**config.mk**
```make
export PLATFORM = sky130hd
export DESIGN_NAME = urq_cfg
export DESIGN_NICKNAME = d
export VERILOG_FILES = /design/src/sv/urq_pkg.sv /design/src/sv/urq_cfg.sv
export SDC_FILE = /design/constraint.sdc
export NUM_CORES = 1
export LEC_CHECK = 0
export BUFFER_PORTS_ARGS = -buffer_cell sky130_fd_sc_hd__buf_4
export CAP_MARGIN = 10
export CORE_MARGIN = 4
export CORE_UTILIZATION = 51
export CTS_BUF_LIST = sky130_fd_sc_hd__clkbuf_4 sky130_fd_sc_hd__clkbuf_8
export DETAILED_ROUTE_END_ITERATION = 10
export PLACE_DENSITY_LB_ADDON = 0.15
export RECOVER_POWER = 25
export SYNTH_ARGS = -nofsm -noshare
export SYNTH_HDL_FRONTEND = slang
export SYNTH_SLANG_ARGS = --single-unit
```
**constraint.sdc**
```tcl
create_clock -name clk -period 1.8 [get_ports clk]
set_clock_uncertainty 0.1 [all_clocks]
set_input_delay 0.09 -clock clk [delete_from_list [all_inputs] [get_ports clk]]
set_output_delay 0.09 -clock clk [all_outputs]
set_load 0.05 [all_outputs]
```
**src/sv/urq_pkg.sv**
```systemverilog
// Shared types, constants and helper function of the ultrasonic range qualifier.
package urq_pkg;

    localparam int ECHO_W = 16;
    localparam int DIST_W = 15;
    localparam int CNT_W  = 16;

    localparam logic [ECHO_W-1:0] ECHO_MAX_RESET  = 16'd30000;
    localparam logic [DIST_W-1:0] CLOSE_TH_RESET  = 15'd480;
    localparam logic [DIST_W-1:0] CLEAR_TH_RESET  = 15'd640;
    localparam logic [3:0]        DEBOUNCE_RESET  = 4'd3;

    // Register indexes on the configuration port (byte address 4*index)
    localparam logic [1:0] REG_MAX_ECHO = 2'd0;
    localparam logic [1:0] REG_CLOSE_TH = 2'd1;
    localparam logic [1:0] REG_CLEAR_TH = 2'd2;
    localparam logic [1:0] REG_DEBOUNCE = 2'd3;

    // floor(echo*8/29): reciprocal is floor(2^16*8/29), corrected by one step
    localparam logic [14:0] RECIP   = 15'd18078;
    localparam logic [4:0]  DIVISOR = 5'd29;

    localparam logic [2:0] MISS_LIMIT = 3'd5;
    localparam logic [2:0] MISS_SAT   = 3'd7;
    localparam logic [3:0] STREAK_SAT = 4'd15;
    localparam logic [1:0] WIN_LAST   = 2'd2;
    localparam logic [1:0] WIN_FULL   = 2'd3;

    typedef enum logic [1:0] {
        EV_NONE  = 2'd0,
        EV_CLOSE = 2'd1,
        EV_CLEAR = 2'd2
    } event_kind_t;

    typedef struct packed {
        logic [ECHO_W-1:0] max_echo_us;
        logic [DIST_W-1:0] close_threshold;
        logic [DIST_W-1:0] clear_threshold;
        logic [3:0]        debounce_count;
    } cfg_t;

    typedef struct packed {
        logic              reading_valid;
        logic [DIST_W-1:0] filtered_distance;
        event_kind_t       event_kind;
        logic [CNT_W-1:0]  timeout_count;
    } result_t;

    function automatic logic [DIST_W-1:0] median3(
        input logic [DIST_W-1:0] a,
        input logic [DIST_W-1:0] b,
        input logic [DIST_W-1:0] c
    );
        logic ab;
        logic bc;
        logic ac;
        ab = (a > b);
        bc = (b > c);
        ac = (a > c);
        if (ab == bc)
            return b;
        else if (ab == ac)
            return c;
        else
            return a;
    endfunction

endpackage

```
**src/sv/urq_cfg.sv**
```systemverilog
// APB-style configuration registers of the ultrasonic range qualifier.
module urq_cfg (
    input  logic                clk,
    input  logic                rst_n,
    input  logic                psel,
    input  logic                penable,
    input  logic                pwrite,
    input  logic [3:0]          paddr,
    input  logic [31:0]         pwdata,
    output logic [31:0]         prdata,
    output logic                pready,
    output urq_pkg::cfg_t       cfg
);
    import urq_pkg::*;

    cfg_t       cfg_reg;
    cfg_t       cfg_next;
    logic       wr_en;
    logic [1:0] idx;

    assign pready = 1'b1;
    assign wr_en  = psel && penable && pwrite;
    assign idx    = paddr[3:2];
    assign cfg    = cfg_reg;

    always_comb
    begin
        cfg_next = cfg_reg;
        if (wr_en)
        begin
            case (idx)
                REG_MAX_ECHO: cfg_next.max_echo_us     = pwdata[ECHO_W-1:0];
                REG_CLOSE_TH: cfg_next.close_threshold = pwdata[DIST_W-1:0];
                REG_CLEAR_TH: cfg_next.clear_threshold = pwdata[DIST_W-1:0];
                REG_DEBOUNCE: cfg_next.debounce_count  = pwdata[3:0];
                default:      cfg_next = cfg_reg;
            endcase
        end
    end

    always_comb
    begin
        case (idx)
            REG_MAX_ECHO: prdata = {16'd0, cfg_reg.max_echo_us};
            REG_CLOSE_TH: prdata = {17'd0, cfg_reg.close_threshold};
            REG_CLEAR_TH: prdata = {17'd0, cfg_reg.clear_threshold};
            REG_DEBOUNCE: prdata = {28'd0, cfg_reg.debounce_count};
            default:      prdata = 32'd0;
        endcase
    end

    always_ff @(posedge clk or negedge rst_n)
    begin
        if (!rst_n)
        begin
            cfg_reg.max_echo_us     <= ECHO_MAX_RESET;
            cfg_reg.close_threshold <= CLOSE_TH_RESET;
            cfg_reg.clear_threshold <= CLEAR_TH_RESET;
            cfg_reg.debounce_count  <= DEBOUNCE_RESET;
        end
        else
        begin
            cfg_reg <= cfg_next;
        end
    end

endmodule

```
==> results.cfg, run 1 <==
[global_route]
antenna_found_initial = 0
grt_pass1_vias = 1762
grt_remaining_overflow = 0
grt_usage_pct = 19.1
grt_pass1_wl_um = 8980
grt_start_max_net_pins = 51

[sta]
finalSetupViolations = 0
fin_crit_ns = 1.58
setup_ws_ns = 0.220
fin_tns_setup_ns = 0
finalCritPeriodShare_pct = 87.8
worst_pin_slew_ns = 1.19
finalHoldViolations = 0
relSlewSlack_pct = 20.8
rsz0062_at_grt = false
slew_violations = 0
max_freq_mhz = 633

[die]
die_area_mm2 = 0.00597
core_area_mm2 = 0.00450
start_util_pct = 54.3
io_pins = 124
num_rows = 24
die_h_um = 77.2
fp.dieW_um = 77.2

[synth]
synth.cell_area_mm2 = 0.00244
synth_cell_types = 23
ys_seq_area_share_pct = 51.9
synthCells = 175
syn-mean-instance-area_um2 = 14.0
ys_seq_elements = 50
ys_warn_count = 0

[routing]
dr.pass1.iters = 4
drc = 0
drtAntennaViolNets = 0
drtIter0Drc = 47
viasPerCell = 5.12
dr_total_vias = 1714
wl_um = 5540
wire_per_inst_um = 16.5

[layout]
syn_to_final_growth_pct = 36.5
fillers = 336
finish.utilization_pct = 74.1
seq_area_mm2 = 0.00127
drive_above_1_share_pct = 62.2
largest_reg_flops = 50
nets = 323
antennaDiodeCount = 0
multi_input_area_mm2 = 0.00102

[setup_path]
cp-start-kind = flop
r2r_cells = 1
rrSetupSlack_ns = 0.91
rr_startpoint = cfg[22]
cp-end-kind = primary output
worst_ep_arrival_time_ns = 1.39
path_class = reg2out
cp.required_ns = 1.61
critical_path.startpoint = cfg[2]
crit_fanout = 3

[pwr]
swShare_pct = 46.5
p_leak_nw = 1.63
power-per-cell-area_mw_per_mm2 = 1430
internal_power_w = 0.00255
ir_drop_mv = 0.920
p_sw_w = 0.00221
power.share.clock_pct = 14.5
combPwrFrac_pct = 50.8
p_seq_share_pct = 34.8

[clock_network]
clkTransAtPathRegs_ns = 0.09
cts_sinks = 50
cts_buffers = 5
cts_tree = yes
post_cts_resized = 0
htreeDepth = 2
clockRootBuffer = clkbuf_8
cts_buffer_depth = 2
clock_latency_ns = 0.30
postCtsHoldBufs = 17
post_cts_buffers = 0

[placement]
dp_hpwl_um = 3900
dp_slack_ns = 0.319
gp_congestion = 0.703
portBuffers = 88

[outcome]
status = finished, final reports clean

[min_path]
hold-path-cell-count = 4
hold_path.class = in2reg
hold_path.startpoint = penable

[run]
maxCapViolCount = 0
==> synthesized netlist by cell type <==
master    number  area (um2)
mux2_2        40         450
dfrtp_1       35         876
buf_4         18         135
dfstp_2       15         394
mux2i_1       11         110
nand2_1       11        41.3
o21ai_0       11        55.1
mux2_4        10         150
mux4_2         4        90.1
buf_6          3        33.8
clkbuf_1       3        11.3
buf_2          2        10.0
conb_1         2        7.51
buf_12         1        20.0
inv_1          1        3.75
nand3_1        1        5.00
nand4_1        1        6.26
nor2_1         1        3.75
nor2b_1        1        6.26
nor3_2         1        10.0
nor3b_1        1        7.51
or2_2          1        6.26
or3_4          1        11.3
==> layout make-up <==
cell class	count	share of cell area, %
clock inverter	2	0.375
timing repair buffer	112	26.4
inverter	1	0.112
sequential	50	38.1
multi-input combinational	112	30.6
clock buffer	6	2.47
tap	52	1.95
==> metrics by stage <==
stage               cell area (um2)  total power [W]  instances  hold WS (ns)
global placement               3070          0.00404        310        0.0446
global route                   3340          0.00495        335         0.310
CTS                            3340          0.00480        335         0.245
finish                         3340          0.00476        335         0.273
floorplan                      2510          0.00338        190        -0.306
detailed placement             3070          0.00407        310        0.0471
==> worst paths after layout <==
check / to
setup / recovery: prdata[2]
hold / removal: cfg[3]
setup reg to reg: cfg[22]
hold reg to reg: cfg[36]
max in group asynchronous: cfg[34]
min in group asynchronous: cfg[12]
==> power by group through the flow <==
stage	Clock, W	Combinational [W]	Sequential, W
3_3_place_gp	0	0.00238	0.00166
3_5_place_dp	0	0.00240	0.00167
4_1_cts	0.000708	0.00243	0.00166
5_1_grt	0.000752	0.00251	0.00169
2_1_floorplan	0	0.000799	0.00258
6_report	0.000688	0.00242	0.00165
==> layer usage <==
layer / up-vias / GRT usage (%) / part of all wire (%)
met4: 0 / 6.41 / 1.7
li1: 791 / - / -
met3: 10 / 6.32 / 7.6
met5: - / 0 / 0
met1: 841 / 23.6 / 42
met2: 72 / 31.5 / 49
==> cells by family after synthesis <==
kind of cell           share of synthesized area (%)
muxes                                           32.8
DFF                                             51.9
buffers and inverters                           8.75
other                                          0.307
and+or+nand+nor                                 3.99
AOI/OAI and AO/OA                               2.25
==> worst max-delay path, stage by stage (launching register included) <==
cell and delay [ns]:
dfrtp_1 0.41, mux4_2 0.47, buf_4 0.20
==> cell usage in the layout, fill, tap and decap left out, drive strengths merged, types with 4 or more instances in the layout <==
cell type | Yosys | layout
conb | 2 | 17
mux4 | 4 | 4
dfrtp | 35 | 35
dfstp | 15 | 15
mux2 | 50 | 50
buf | 24 | 94
clkbuf | 3 | 7
o21ai | 11 | 11
nand2 | 11 | 11
dlygate4sd3 | 0 | 17
mux2i | 11 | 11
No activity file was read; power rests on OpenSTA's default activity.
==> run 2, diff against run 1 <==
--- a/config.mk
+++ b/config.mk
@@ -7,6 +7,7 @@
 export LEC_CHECK = 0
 export BUFFER_PORTS_ARGS = -buffer_cell sky130_fd_sc_hd__buf_4
 export CAP_MARGIN = 10
+export CORE_ASPECT_RATIO = 1.4
 export CORE_MARGIN = 4
 export CORE_UTILIZATION = 51
 export CTS_BUF_LIST = sky130_fd_sc_hd__clkbuf_4 sky130_fd_sc_hd__clkbuf_8
==> results.cfg, run 2 (same netlist as run 1, synthesis figures left out) <==
[outcome]
status = finished, final reports clean

[routing]
viasPerCell = 4.95
dr.pass1.iters = 4
dr_total_vias = 1718
wl_um = 5490
drtIter0Drc = 36
drc = 0
wire_per_inst_um = 15.8
drtAntennaViolNets = 0

[die]
fp.dieW_um = 66.5
io_pins = 124
core_area_mm2 = 0.00457
num_rows = 29
die_area_mm2 = 0.00598
start_util_pct = 53.5
die_h_um = 89.9

[setup_path]
cp-start-kind = flop
crit_fanout = 3
cp-end-kind = primary output
path_class = reg2out
cp.required_ns = 1.61
worst_ep_arrival_time_ns = 1.38
r2r_cells = 1

[global_route]
grt_pass1_vias = 1807
antenna_found_initial = 0
grt_start_max_net_pins = 51
grt_pass1_wl_um = 8890
grt_remaining_overflow = 0
grt_usage_pct = 18.9

[sta]
max_freq_mhz = 638
finalHoldViolations = 0
finalCritPeriodShare_pct = 87.1
finalSetupViolations = 0
setup_ws_ns = 0.232
rsz0062_at_grt = false
worst_pin_slew_ns = 1.18
slew_violations = 0
finalHoldWorstSlack_ns = 0.263
fin_tns_setup_ns = 0
fin_crit_ns = 1.57
relSlewSlack_pct = 21.3

[clock_network]
clkTransAtPathRegs_ns = 0.08
cts_buffer_depth = 2
cts_sinks = 50
cts_tree = yes
clock_latency_ns = 0.29
clockRootBuffer = clkbuf_8
post_cts_resized = 0
cts_buffers = 5
htreeDepth = 2

[layout]
antennaDiodeCount = 0
final_cell_mix = buf_4, mux2_2, dfrtp_1
largest_reg_flops = 50
syn_to_final_growth_pct = 38.2
final_common_cell = buf_4
drive_above_1_share_pct = 62.5
nets = 325
fillers = 351

[pwr]
p_leak_nw = 1.65
ir_drop_mv = 0.790
power-per-cell-area_mw_per_mm2 = 1420

[min_path]
hold-path-cell-count = 4
hold_path.class = in2reg

[placement]
gp_congestion = 0.681
dp_slack_ns = 0.378
dp_hpwl_um = 4020
portBuffers = 88

[run]
maxCapViolCount = 0
-- run 2: routing by layer --
layer / GRT usage, % / vias up / wire (um) / share of wire [%]
met5: 0 / - / 0 / 0
met4: 5.42 / 0 / 39 / 0.71
met3: 4.99 / 4 / 404 / 7.4
met2: 31.8 / 77 / 2880 / 52
met1: 23.5 / 842 / 2160 / 39
li1: - / 795 / - / -
-- run 2: through the flow --
step           instances  power, W  util (%)  instance area (um2)
2_1_floorplan        190   0.00338         -                 2510
3_5_place_dp         322   0.00408      67.9                 3100
5_1_grt              347   0.00501      73.9                 3380
4_1_cts              347   0.00484      74.0                 3380
6_report             347   0.00480      73.9                 3380
3_3_place_gp         322   0.00404      67.9                 3100
-- run 2: what timing repair did --
item | in CTS | in global routing
setup buffers | 0 | 0
hold endpoints to repair | 85 | 0
hold buffers | 17 | 0
-- run 2: worst paths after layout --
path	from	end	slack [ns]
hold / removal	penable	cfg[1]	0.26
max in group asynchronous	rst_n	cfg[45]	0.41
setup reg to reg	cfg[16]	cfg[16]	0.91
hold reg to reg	cfg[49]	cfg[49]	0.44
setup / recovery	cfg[2]	prdata[2]	0.23
min in group asynchronous	rst_n	cfg[19]	0.47
-- run 2: cell type report --
cell class	count	area, um2	share of cell area (%)
sequential	50	1270	37.6
multi-input combinational	112	1020	30.2
timing repair buffer	114	896	26.5
clock buffer	8	110	3.26
tap	62	77.6	2.30
inverter	1	3.75	0.111
-- run 2: where the power goes --
group | internal (W) | leakage [nW] | total [W] | switching (W)
Combinational | 0.000795 | 1.01 | 0.00242 | 0.00162
Clock | 0.000388 | 0.0575 | 0.000723 | 0.000335
Sequential | 0.00144 | 0.586 | 0.00166 | 0.000212
-- run 2: worst max-delay path: stages (launching register included) --
cell and delay [ns]:
dfrtp_1 0.41, mux4_2 0.48, buf_4 0.20
