`src/sv/urq_pkg.sv`:
```
// Shared types, constants and helper function of the ultrasonic range qualifier.
package urq_pkg;

    localparam int ECHO_W = 16;
    localparam int DIST_W = 15;
    localparam int CNT_W  = 16;

    localparam logic [ECHO_W-1:0] ECHO_MAX_RESET  = 16'd30000;
    localparam logic [DIST_W-1:0] CLOSE_TH_RESET  = 15'd480;
    localparam logic [DIST_W-1:0] CLEAR_TH_RESET  = 15'd640;
    localparam logic [3:0]        DEBOUNCE_RESET  = 4'd3;

    // Register indexes on the configuration port (byte address 4*index)
    localparam logic [1:0] REG_MAX_ECHO = 2'd0;
    localparam logic [1:0] REG_CLOSE_TH = 2'd1;
    localparam logic [1:0] REG_CLEAR_TH = 2'd2;
    localparam logic [1:0] REG_DEBOUNCE = 2'd3;

    // floor(echo*8/29): reciprocal is floor(2^16*8/29), corrected by one step
    localparam logic [14:0] RECIP   = 15'd18078;
    localparam logic [4:0]  DIVISOR = 5'd29;

    localparam logic [2:0] MISS_LIMIT = 3'd5;
    localparam logic [2:0] MISS_SAT   = 3'd7;
    localparam logic [3:0] STREAK_SAT = 4'd15;
    localparam logic [1:0] WIN_LAST   = 2'd2;
    localparam logic [1:0] WIN_FULL   = 2'd3;

    typedef enum logic [1:0] {
        EV_NONE  = 2'd0,
        EV_CLOSE = 2'd1,
        EV_CLEAR = 2'd2
    } event_kind_t;

    typedef struct packed {
        logic [ECHO_W-1:0] max_echo_us;
        logic [DIST_W-1:0] close_threshold;
        logic [DIST_W-1:0] clear_threshold;
        logic [3:0]        debounce_count;
    } cfg_t;

    typedef struct packed {
        logic              reading_valid;
        logic [DIST_W-1:0] filtered_distance;
        event_kind_t       event_kind;
        logic [CNT_W-1:0]  timeout_count;
    } result_t;

    function automatic logic [DIST_W-1:0] median3(
        input logic [DIST_W-1:0] a,
        input logic [DIST_W-1:0] b,
        input logic [DIST_W-1:0] c
    );
        logic ab;
        logic bc;
        logic ac;
        ab = (a > b);
        bc = (b > c);
        ac = (a > c);
        if (ab == bc)
            return b;
        else if (ab == ac)
            return c;
        else
            return a;
    endfunction

endpackage

```
`src/sv/urq_track.sv`:
```
// Range tracking state: miss run, median window, close detector, timeout count.
module urq_track (
    input  logic                 clk,
    input  logic                 rst_n,
    input  logic                 advance,
    input  logic [15:0]          echo_time,
    input  logic [14:0]          distance,
    input  urq_pkg::cfg_t        cfg,
    output urq_pkg::result_t     res
);
    import urq_pkg::*;

    logic [DIST_W-1:0] window_reg [3];
    logic [DIST_W-1:0] window_next [3];
    logic [1:0]        pos_reg, pos_next;
    logic [1:0]        fill_reg, fill_next;
    logic [2:0]        miss_reg, miss_next;
    logic              valid_reg, valid_next;
    logic              close_reg, close_next;
    logic [3:0]        streak_reg, streak_next;
    logic [CNT_W-1:0]  timeouts_reg, timeouts_next;
    logic [DIST_W-1:0] last_reg, last_next;
    event_kind_t       ev;
    logic              good;
    logic              no_echo;
    logic [3:0]        streak_inc;

    assign no_echo = (echo_time == '0);
    assign good    = !no_echo && (echo_time <= cfg.max_echo_us);

    always_comb
    begin
        window_next   = window_reg;
        pos_next      = pos_reg;
        fill_next     = fill_reg;
        miss_next     = miss_reg;
        valid_next    = valid_reg;
        close_next    = close_reg;
        streak_next   = streak_reg;
        timeouts_next = timeouts_reg;
        last_next     = last_reg;
        ev            = EV_NONE;
        streak_inc    = (streak_reg < STREAK_SAT) ? streak_reg + 4'd1 : streak_reg;

        if (!good)
        begin
            if (no_echo && timeouts_reg != '1)
                timeouts_next = timeouts_reg + CNT_W'(1);
            if (miss_reg < MISS_SAT)
                miss_next = miss_reg + 3'd1;
            if (miss_next >= MISS_LIMIT)
            begin
                valid_next  = 1'b0;
                streak_next = '0;
            end
        end
        else
        begin
            miss_next             = '0;
            window_next[pos_reg]  = distance;
            pos_next              = (pos_reg == WIN_LAST) ? 2'd0 : pos_reg + 2'd1;
            if (fill_reg < WIN_FULL)
                fill_next = fill_reg + 2'd1;
            // Use the raw distance until the window holds three readings
            last_next = (fill_next < WIN_FULL) ? distance
                      : median3(window_next[0], window_next[1], window_next[2]);
            valid_next = 1'b1;

            if (!close_reg)
            begin
                if (last_next < cfg.close_threshold)
                begin
                    streak_next = streak_inc;
                    if (streak_inc >= cfg.debounce_count)
                    begin
                        close_next  = 1'b1;
                        streak_next = '0;
                        ev          = EV_CLOSE;
                    end
                end
                else
                begin
                    streak_next = '0;
                end
            end
            else if (last_next > cfg.clear_threshold)
            begin
                close_next = 1'b0;
                ev         = EV_CLEAR;
            end
        end
    end

    assign res.reading_valid     = valid_next;
    assign res.filtered_distance = last_next;
    assign res.event_kind        = ev;
    assign res.timeout_count     = timeouts_next;

    always_ff @(posedge clk or negedge rst_n)
    begin
        if (!rst_n)
        begin
            window_reg[0] <= '0;
            window_reg[1] <= '0;
            window_reg[2] <= '0;
            pos_reg       <= '0;
            fill_reg      <= '0;
            miss_reg      <= '0;
            valid_reg     <= 1'b0;
            close_reg     <= 1'b0;
            streak_reg    <= '0;
            timeouts_reg  <= '0;
            last_reg      <= '0;
        end
        else if (advance)
        begin
            window_reg    <= window_next;
            pos_reg       <= pos_next;
            fill_reg      <= fill_next;
            miss_reg      <= miss_next;
            valid_reg     <= valid_next;
            close_reg     <= close_next;
            streak_reg    <= streak_next;
            timeouts_reg  <= timeouts_next;
            last_reg      <= last_next;
        end
    end

endmodule

```
`config.mk`:
```
export PLATFORM = sky130hd
export DESIGN_NAME = urq_track
export DESIGN_NICKNAME = d
export VERILOG_FILES = /design/src/sv/urq_pkg.sv /design/src/sv/urq_track.sv
export SDC_FILE = /design/constraint.sdc
export NUM_CORES = 1
export LEC_CHECK = 0
export ABC_AREA = 0
export ABC_CLOCK_PERIOD_IN_PS = 8000
export BUFFER_PORTS_ARGS = -buffer_cell sky130_fd_sc_hd__buf_2
export CAP_MARGIN = 20
export CORE_AREA = 4 4 125 127
export CTS_BUF_LIST = sky130_fd_sc_hd__clkbuf_8
export DETAILED_ROUTE_END_ITERATION = 10
export DIE_AREA = 0 0 129 131
export PLACE_DENSITY = 0.85
export SYNTH_ARGS = -nofsm -noshare
export SYNTH_HDL_FRONTEND = slang
export SYNTH_SLANG_ARGS = --single-unit
```
`constraint.sdc`:
```
create_clock -name clk -period 8 [get_ports clk]
set_input_delay 1.2 -clock clk [delete_from_list [all_inputs] [get_ports clk]]
set_output_delay 1.2 -clock clk [all_outputs]
set_load 0.05 [all_outputs]
```
==> summary.txt, run 1 <==
Drt
  – WL final: 24700 um
  – Residual DRC: 0
  – Via count: 8213
  – Vias per cell: 6.26
  – Antenna viol nets, final: 0
  – Avg WL per Cell: around 19 um
  – DRT Pass-1 Iters: 5
  – First-iteration detailed-routing DRC count: 828

Final layout
  – Fillcell total: about 1200
  – Largest register FFs: between 40 and 50
  – Multi-input logic area: about 5700 um2
  – Final Core Density: around 66%
  – Post-layout net count: approximately 1300
  – Synth-to-Final Area Change: 10.6%
  – Reg area: 2230 um2
  – Number of diodes: 0
  – Layout cells sized above 1: between 20 and 25%
  – Finished Layout Cells: 1313
  – Final std cell area, no fill: 9480 um2

Synthesis
  – Yosys cell types: 80
  – EDFF count, synth: 0
  – Synth top area share: between 20% and 30%
  – Syn_nets: 1199
  – Seq/Total Area, Yosys: 26.0%
  – Mean Syn Cell Area: about 8.3 um2
  – Synth warn: 0
  – Main synth FF type: dfrtp_1
  – Cell taking the most area after synthesis: dfrtp_1
  – Area contributors post-synth: dfrtp_1 26%, ha_1 11%, a21oi_1 5.5%
  – Synthesized area: 8570 um2
  – Post-synth ARST share: 100%
  – Post-synthesis register bit count: 89
  – Syn Inst Count: 1038

Floorplan
  – Initial Utilization: around three fifths
  – I/O Pins: 118
  – Die height: 131 um
  – Std cell rows: 44
  – Core area: 14400 um2
  – Die area: roughly 17000 um2
  – Chip width: 129 um

Clock network
  – CTS H-tree lvls: 3
  – Reg clk slew, reported paths: roughly 0.10 ns
  – Clk_lat worst skew: approximately 0.39 ns
  – Number of buffers created by CTS: 9
  – Max Root-Sink Buffers: 2
  – CTS tree: done
  – Post-CTS Hold Buffers: 0
  – Root Buffer: clkbuf_8
  – Total clock sinks: 89

Timing
  – Slew Limit Fails: 0
  – Final min period: 7.80 ns
  – Setup Skew: 0.0187 ns
  – Fmax: 128 MHz
  – Finish-stage setup viols: 0
  – Worst slew pin tran: 0.799 ns
  – Final period utilization: a little over nine tenths
  – Max transition margin: 46.7%
  – Final Hold Viols: 0

Min path
  – Hold Crit Class: reg2reg

GRT
  – Antenna violations before repair: 0
  – Vias in the first global route: slightly below 8000
  – First-pass GRT wire length: 39000 um
  – Largest net degree at the start of global routing: 63
  – Total GRT Usage: slightly below 30%
  – GRT overflow: 0

Setup path
  – WS Path Type: reg2out
  – Worst Path Max Fanout: 22
  – Worst path most repeated cell: a21oi_1
  – CP delay by family, top: compound AO/OA/AOI/OAI gates
  – Cell Chain, Critical Path: or2_2 -> mux2i_1 -> ha_1 -> a211oi_1 -> o21a_1 -> a211o_1 -> maj3_1 -> a211o_1 -> o211a_2 -> xnor2_2 -> buf_6 -> mux2i_1 -> a21oi_1 -> a21oi_1 -> ha_1 -> a21oi_1 -> nor2b_1 -> o21ai_0 -> nand2_1 -> a21oi_1 -> and3_1 -> a21oi_1 -> nor3_1 -> buf_2
  – Startpoint Class: flip-flop
  – Req. time, crit path: 6.80 ns
  – CP endpoint kind: output port
  – Crit path max-delay cell type: dfrtp_2
  – Sum of buffers and inverters on the critical path: 2
  – Arrival time worst endpoint: 6.60 ns
  – Critical Path Max Stage Delay: 0.50 ns

Outcome
  – Status: finished, final reports clean

Placement
  – GPL Wtd Cong: 0.957
  – Dpl hpwl: about 19000 um
  – Post-Place Cells: ~1300
  – PortBufs: 117
  – Placed Area: 9190 um2

Job
  – Number of max-cap violations: 0
metrics by stage:
| step | setup TNS [ns] | hold slack, ns | setup WS [ns] |
|---|---|---|---|
| 2_1_floorplan | 0 | 0.445 | 0.723 |
| 3_3_place_gp | 0 | 0.460 | 0.502 |
| 3_5_place_dp | 0 | 0.462 | 0.292 |
| 4_1_cts | 0 | 0.484 | 0.120 |
| 5_1_grt | -0.0100 | 0.519 | -0.0100 |
| 6_report | 0 | 0.486 | 0.199 |
synthesized netlist by cell type, types with 14 or more instances:
cell type	instances
a21o_1	21
a21oi_1	94
buf_1	14
clkbuf_1	26
dfrtp_1	89
ha_1	77
inv_1	89
mux2_2	38
mux2i_1	38
nand2_1	78
nand3_1	17
nand4_1	22
nor2_1	102
o21a_1	14
o21ai_0	28
xnor2_1	40
xor2_1	18
cell type report:
cell class | instances | share of cell area (%)
Clock buffer | 10 | 1.45
Clock inverter | 6 | 0.383
Inverter | 90 | 3.56
Multi-Input combinational cell | 793 | 60.5
Sequential cell | 89 | 23.5
Tap cell | 184 | 2.43
Timing Repair Buffer | 141 | 8.14
routing by layer:
| metal | up-vias | routed length (um) | track usage (%) |
|---|---|---|---|
| li1 | 3861 | - | - |
| met1 | 3854 | 10200 | 37.5 |
| met2 | 415 | 11400 | 47.7 |
| met3 | 83 | 2290 | 5.73 |
| met4 | 0 | 756 | 11.0 |
| met5 | - | 0 | 0 |
cell usage in the layout (no fill, tap or decap), types with 5 or more instances in the layout:
cell type,netlist,final
a2bb2oi_1,8,8
a31oi_1,7,7
a211oi_1,6,5
xnor2_1,40,40
nand2_1,78,78
or2_2,7,8
dfrtp_1,89,88
a221oi_1,5,5
xor2_1,18,17
buf_2,10,116
a22o_1,6,6
nor4_1,7,6
nor2_1,102,102
mux2i_1,38,36
o21a_1,14,14
a22oi_1,6,6
a21o_1,21,21
mux2_2,38,38
and3_1,8,8
nand2b_1,13,13
o21ai_0,28,28
o22ai_1,9,9
a21oi_1,94,91
nor3_1,7,6
inv_1,89,91
a211o_1,6,6
o211ai_1,9,9
o221ai_1,6,6
nand4_1,22,22
o21bai_1,5,5
nand3_1,17,17
nor2b_1,13,13
buf_4,9,24
ha_1,77,77
clkbuf_8,0,10
cells by family (layout without fill, tap and decap cells):
| group | count (synthesis) | after routing | share of synthesized area [%] |
|---|---|---|---|
| mux | 78 | 78 | 9.95 |
| simple gates | 296 | 296 | 16.4 |
| buf+inv | 156 | 247 | 7.98 |
| flops | 89 | 89 | 26.0 |
| fa+ha+maj | 81 | 81 | 11.7 |
| xor+xnor | 60 | 60 | 6.30 |
| compound gates | 278 | 278 | 21.7 |
worst paths after layout:
| check | from | endpoint | slack (ns) | cells after the start |
|---|---|---|---|---|
| worst min-delay path | valid_reg | valid_reg | 0.49 | 2 |
| worst max register to register | pos_reg[1] | streak_reg[1] | 1.54 | 24 |
| worst max-delay path | pos_reg[1] | res[16] | 0.20 | 24 |
| min in group asynchronous | rst_n | window_reg[16] | 0.73 | 1 |
| max in group asynchronous | rst_n | timeouts_reg[13] | 6.12 | 2 |
| worst min register to register | valid_reg | valid_reg | 0.49 | 2 |
worst min-delay path: stages, from the launching register on:
cell,delay [ns]
dfrtp_1,0.35
nand2_1,0.05
nand2_1,0.05
repair_timing:
action / CTS / global route
buffers inserted: 0 / 6
resized for setup: 4 / 11
endpoints found under the setup margin: 2 / 2
pin swaps: 0 / 1
gates cloned: 0 / 0
Power of run 1 is left out: the tool's default activity adds up to more than one toggle a clock period on the data nets, which glitch-free logic cannot reach.
==> run 2, diff against run 1 <==
- CORE_AREA: 4 4 125 127 -> 3 3 124 126
- DIE_AREA: 0 0 129 131 -> 0 0 127 129
==> run 2 against run 1 <==
Routed wire length shrank 3.5%. Count of clock-buffer cells in the layout increased by 1. Clock skew is 0.0041 ns lower. First-iteration DRC count rose by 26%. Register-to-register slack better by 0.04 ns. Setup slack better by 0.075 ns. Utilization barely moved. Critical endpoint is now res[17].
==> summary.txt, run 2 (synthesized netlist as in run 1, its figures left out) <==
Floorplan
  – Die height: 129 um
  – Chip width: 127 um
  – I/O Pins: approximately 120
  – Initial Utilization: 59.4%
  – Core area: 14400 um2
  – Die area: roughly 16000 um2
  – Std cell rows: 44

Setup path
  – CP endpoint kind: output port
  – Arrival time worst endpoint: 6.53 ns
  – Worst reg2reg path startpoint: pos_reg[1]
  – Reg-to-reg slack, setup: 1.58 ns
  – Worst Path Max Fanout: 13
  – Reg2reg path depth: 27
  – Startpoint Class: flip-flop
  – FF-to-FF End: streak_reg[0]
  – WS Path Type: reg2out
  – Req. time, crit path: 6.80 ns

Final layout
  – Final Core Density: 65.8%
  – Commonest non-fill, non-tap cell in the layout: buf_2
  – Finished Layout Cells: 1317
  – Layout cells sized above 1: 20.5%
  – Commonest cells after routing, fill and taps aside: 116 x buf_2, 102 x nor2_1, 94 x a21oi_1
  – Synth-to-Final Area Change: 10.7%
  – Largest register FFs: 44
  – Post-layout net count: approximately 1300

Placement
  – PortBufs: between 100 and 150
  – Post-Place Cells: 1296
  – GPL Wtd Cong: ~1
  – Dpl hpwl: approximately 18000 um

Clock network
  – CTS H-tree lvls: 3
  – Max Root-Sink Buffers: 2
  – Clk_lat worst skew: 0.39 ns
  – CTS tree: done
  – Total clock sinks: 89
  – Post-CTS Hold Buffers: 0
  – Number of buffers created by CTS: 9
  – Reg clk slew, reported paths: 0.10 ns
  – Root Buffer: clkbuf_8

Min path
  – Hold Crit Class: reg2reg
  – Hold-critical path depth: 2
  – Hold Path Origin: fill_reg[0]
  – Worst Hold Endpoint: fill_reg[1]

Drt
  – Avg WL per Cell: 18.1 um
  – First-iteration detailed-routing DRC count: about 1000
  – Antenna viol nets, final: 0
  – Residual DRC: 0
  – Vias per cell: around 6
  – WL final: 23800 um
  – DRT Pass-1 Iters: 6
  – Via count: 8044

GRT
  – Total GRT Usage: 29.0%
  – Vias in the first global route: 7622
  – Antenna violations before repair: 1
  – First-pass GRT wire length: 38300 um
  – Largest net degree at the start of global routing: 95
  – GRT overflow: 0

Timing
  – Final Hold Viols: 0
  – Setup Skew: between 0.01 and 0.015 ns
  – Final min period: 7.73 ns
  – Final period utilization: 96.6%
  – Fmax: 129 MHz
  – Max transition margin: between 30% and 40%
  – Finish-stage setup viols: 0
  – Setup TNS: 0 ns
  – Worst slew pin tran: 0.996 ns
  – Slew Limit Fails: 0

Outcome
  – Status: finished, final reports clean

Job
  – Number of max-cap violations: 0
run 2: cell count changes in the layout (fill, tap and decap cells not counted), moves of 2 or more:
cell	previous run	this run
a21oi_1	91	94
a21oi_2	3	1
buf_4	24	27
inv_6	0	2
mux2i_2	1	3
run 2: layout make-up:
class / instances / area, um2
Antenna cell: 1 / 2.50
Clock buffer: 11 / 151
Clock inverter: 5 / 37.5
Fill cell: 1239 / 4940
Inverter: 90 / 338
Multi-Input combinational cell: 793 / 5700
Sequential cell: 89 / 2230
Tap cell: 184 / 230
Timing Repair Buffer: 144 / 795
run 2: what timing repair did:
| action | in CTS | in global routing |
|---|---|---|
| buffers inserted | 0 | 4 |
| setup endpoints to repair | 0 | 2 |
| resized for setup | 0 | 12 |
run 2: worst max-delay path by stage:
stage / from / endpoint / slack [ns] / cells past startpoint
6_report: pos_reg[1] / res[17] / 0.27 / 27
4_1_cts: pos_reg[1] / res[17] / 0.05 / 27
5_1_grt: pos_reg[1] / res[17] / -0.06 / 27
3_3_place_gp: distance[12] / res[17] / 0.59 / 27
2_1_floorplan: distance[12] / res[16] / 0.72 / 23
3_5_place_dp: distance[10] / res[17] / 0.44 / 28
run 2: routing by layer:
metal  track usage (%)  share of wire (%)
met1              40.0                 44
met2              45.1                 45
met3              5.89                8.6
met4              11.0                2.5
met5                 0                  0
run 2: worst max-delay path, stage by stage (launching register included):
cell       delay, ns
dfrtp_4         0.57
or2_4           0.31
buf_4           0.19
mux2i_2         0.30
ha_2            0.27
a211oi_1        0.10
o21a_1          0.22
a211o_1         0.23
maj3_1          0.37
a211o_1         0.30
o211a_2         0.13
xnor2_2         0.21
mux2i_2         0.34
a2bb2oi_1       0.26
a21boi_2        0.11
nor2_1          0.16
ha_1            0.26
nor2b_1         0.13
o21a_1          0.16
o21a_1          0.16
o21a_1          0.16
o21a_1          0.16
o21a_1          0.17
o21a_1          0.18
o21bai_1        0.12
a31oi_1         0.13
and3_1          0.21
buf_2           0.21
run 2: stage by stage:
step                      area (um2)  hold WS [ns]  worst slack, ns
after floorplan                 8570         0.445            0.723
after global placement          9230         0.460            0.591
after detailed placement        9230         0.472            0.439
after CTS                       9420         0.495           0.0466
after global routing            9490         0.519          -0.0613
final                           9490         0.512            0.274
Power of run 2 is left out for the same reason.
==> run 3, diff against run 2 <==
- PLACE_DENSITY: 0.85 -> 0.82
==> run 3 against run 2 <==
Cell count is 0.53% lower. First-iteration DRC count is 32% lower. Utilization is 0.43 points lower. Design area is 0.66% lower. Clock skew is 0.0049 ns lower. Flip-flop and latch count stayed put. Count of clock-buffer cells in the layout is 1 lower. Global-route usage is 0.34 points lower. Routed wire length is 1.7% lower. Sequential share of layout area is 0.14 points higher. Setup slack better by 0.10 ns. Non-clock buffer count is 7 lower. Critical path type unchanged. Critical endpoint unchanged. Largest cell class unchanged. Highest routed layer unchanged.
==> summary.txt, run 3 (synthesized netlist as in run 1, its figures left out) <==
Setup path
  – Arrival time worst endpoint: approximately 6.4 ns
  – Critical Path Max Stage Delay: about 0.50 ns
  – Reg-to-reg slack, setup: 1.70 ns
  – Reg2reg path depth: 27
  – Worst Path Max Fanout: 13
  – Worst path most repeated cell: o21a_1
  – FF-to-FF End: streak_reg[0]
  – WS Path Type: reg2out
  – Startpoint Class: flip-flop
  – Req. time, crit path: 6.80 ns
  – Worst reg2reg path startpoint: pos_reg[0]
  – CP endpoint kind: output port
  – Crit path max-delay cell type: dfrtp_2

Floorplan
  – Die height: 129 um
  – Std cell rows: 44
  – Core area: between 10000 and 15000 um2
  – Initial Utilization: between 50 and 60%
  – Die area: between 15000 and 20000 um2
  – I/O Pins: ~120
  – Chip width: ~130 um

Timing
  – Unrepaired setup endpoints after global routing: no
  – Final Hold Viols: 0
  – Slew Limit Fails: 0
  – Worst slew pin tran: 0.730 ns
  – Fmax: approximately 130 MHz
  – Finish-stage setup viols: 0
  – Min Hold Slack: 0.509 ns
  – Final period utilization: 95.3%
  – Setup TNS: 0 ns
  – Final min period: 7.63 ns
  – Max transition margin: 51.1%
  – Setup Skew: roughly 0.0097 ns

Final layout
  – Post-layout net count: 1281
  – Reg area: 2230 um2
  – Commonest cells after routing, fill and taps aside: 116 x buf_2, 102 x nor2_1, 94 x a21oi_1
  – Largest register FFs: 44
  – Commonest non-fill, non-tap cell in the layout: buf_2
  – Fillcell total: 1236
  – Layout cells sized above 1: about 20%
  – Synth-to-Final Area Change: 9.94%
  – Multi-input logic area: 5700 um2

Clock network
  – Max Root-Sink Buffers: 2
  – Number of buffers created by CTS: 9
  – Clk_lat worst skew: 0.39 ns
  – Total clock sinks: a little under 90
  – CTS H-tree lvls: 3
  – Reg clk slew, reported paths: 0.09 ns
  – Root Buffer: clkbuf_8
  – Post-CTS Setup Bufs: 0
  – CTS tree: done

Drt
  – Vias per cell: about 6.1
  – Via count: about 8000
  – Antenna viol nets, final: 0
  – WL final: 23400 um
  – DRT Pass-1 Iters: 5
  – Avg WL per Cell: 17.9 um
  – Residual DRC: 0
  – First-iteration detailed-routing DRC count: 705

Job
  – Number of max-cap violations: 0

GRT
  – Total GRT Usage: between 20% and 30%
  – GRT overflow: 0
  – Vias in the first global route: 7619
  – First-pass GRT wire length: roughly 38000 um
  – Largest net degree at the start of global routing: 74
  – Antenna violations before repair: 1

Outcome
  – Status: finished, final reports clean

Placement
  – GPL Wtd Cong: 0.973
  – PortBufs: 117
  – Dpl hpwl: around 18000 um

Min path
  – Hold-critical path depth: 1
  – Hold Path Origin: last_reg[1]
  – Worst Hold Endpoint: last_reg[1]
  – Hold Crit Class: reg2reg
-- run 3: cell count changes in the layout (fill, tap and decap cells not counted), moves of 2 or more --
cell        change
buf_4           -7
clkinvlp_4      +2
clkinv_2        +2
dfrtp_2         +2
-- run 3: worst max-delay path, delay by kind of cell, from the launching register on --
kind,cells,cell delay [ns]
fa+ha+maj,2,0.62
buf+inv,2,0.41
compound gates,16,2.86
xor+xnor,1,0.21
simple gates,4,0.68
mux,2,0.75
flops,1,0.50
-- run 3: cell type report --
type	instances	area share, %
Antenna cell	1	0.0265
Multi-Input combinational cell	793	60.5
Tap cell	184	2.44
Clock inverter	6	0.438
Sequential cell	89	23.7
Inverter	90	3.58
Clock buffer	10	1.46
Timing Repair Buffer	137	7.87
-- run 3: metal layers --
layer / global-route usage, % / wire length [um] / share of wire [%] / vias to the layer above
li1: - / - / - / 3842
met1: 39.0 / 10300 / 44 / 3791
met2: 46.8 / 10800 / 46 / 353
met3: 5.69 / 1980 / 8.4 / 33
met4: 7.70 / 312 / 1.3 / 0
met5: 0 / 0 / 0 / -
-- run 3: how the worst max path moves through the flow --
stage	depth (start not counted)	slack (ns)	to	start
after floorplan	23	0.72	res[16]	distance[12]
after global placement	28	0.52	res[17]	distance[10]
after detailed placement	26	0.48	res[17]	distance[12]
after CTS	26	0.08	res[17]	pos_reg[0]
after global routing	27	0.02	res[17]	pos_reg[0]
final	27	0.37	res[17]	pos_reg[0]
-- run 3: what timing repair did --
| action | 4_1_cts | 5_1_grt |
|---|---|---|
| hold buffers | 0 | 0 |
| gates resized for setup | 0 | 11 |
| setup endpoints to repair | 0 | 2 |
-- run 3: per-stage QoR --
stage | utilization, % | area (um2) | std cells | setup WS, ns
after floorplan | - | 8570 | 1038 | 0.723
after detailed placement | 63.8 | 9210 | 1293 | 0.476
after CTS | 65.1 | 9390 | 1309 | 0.0831
after global placement | 63.8 | 9210 | 1293 | 0.522
final | 65.3 | 9430 | 1310 | 0.375
after global routing | 65.3 | 9430 | 1310 | 0.0240
Power of run 3 is left out for the same reason.
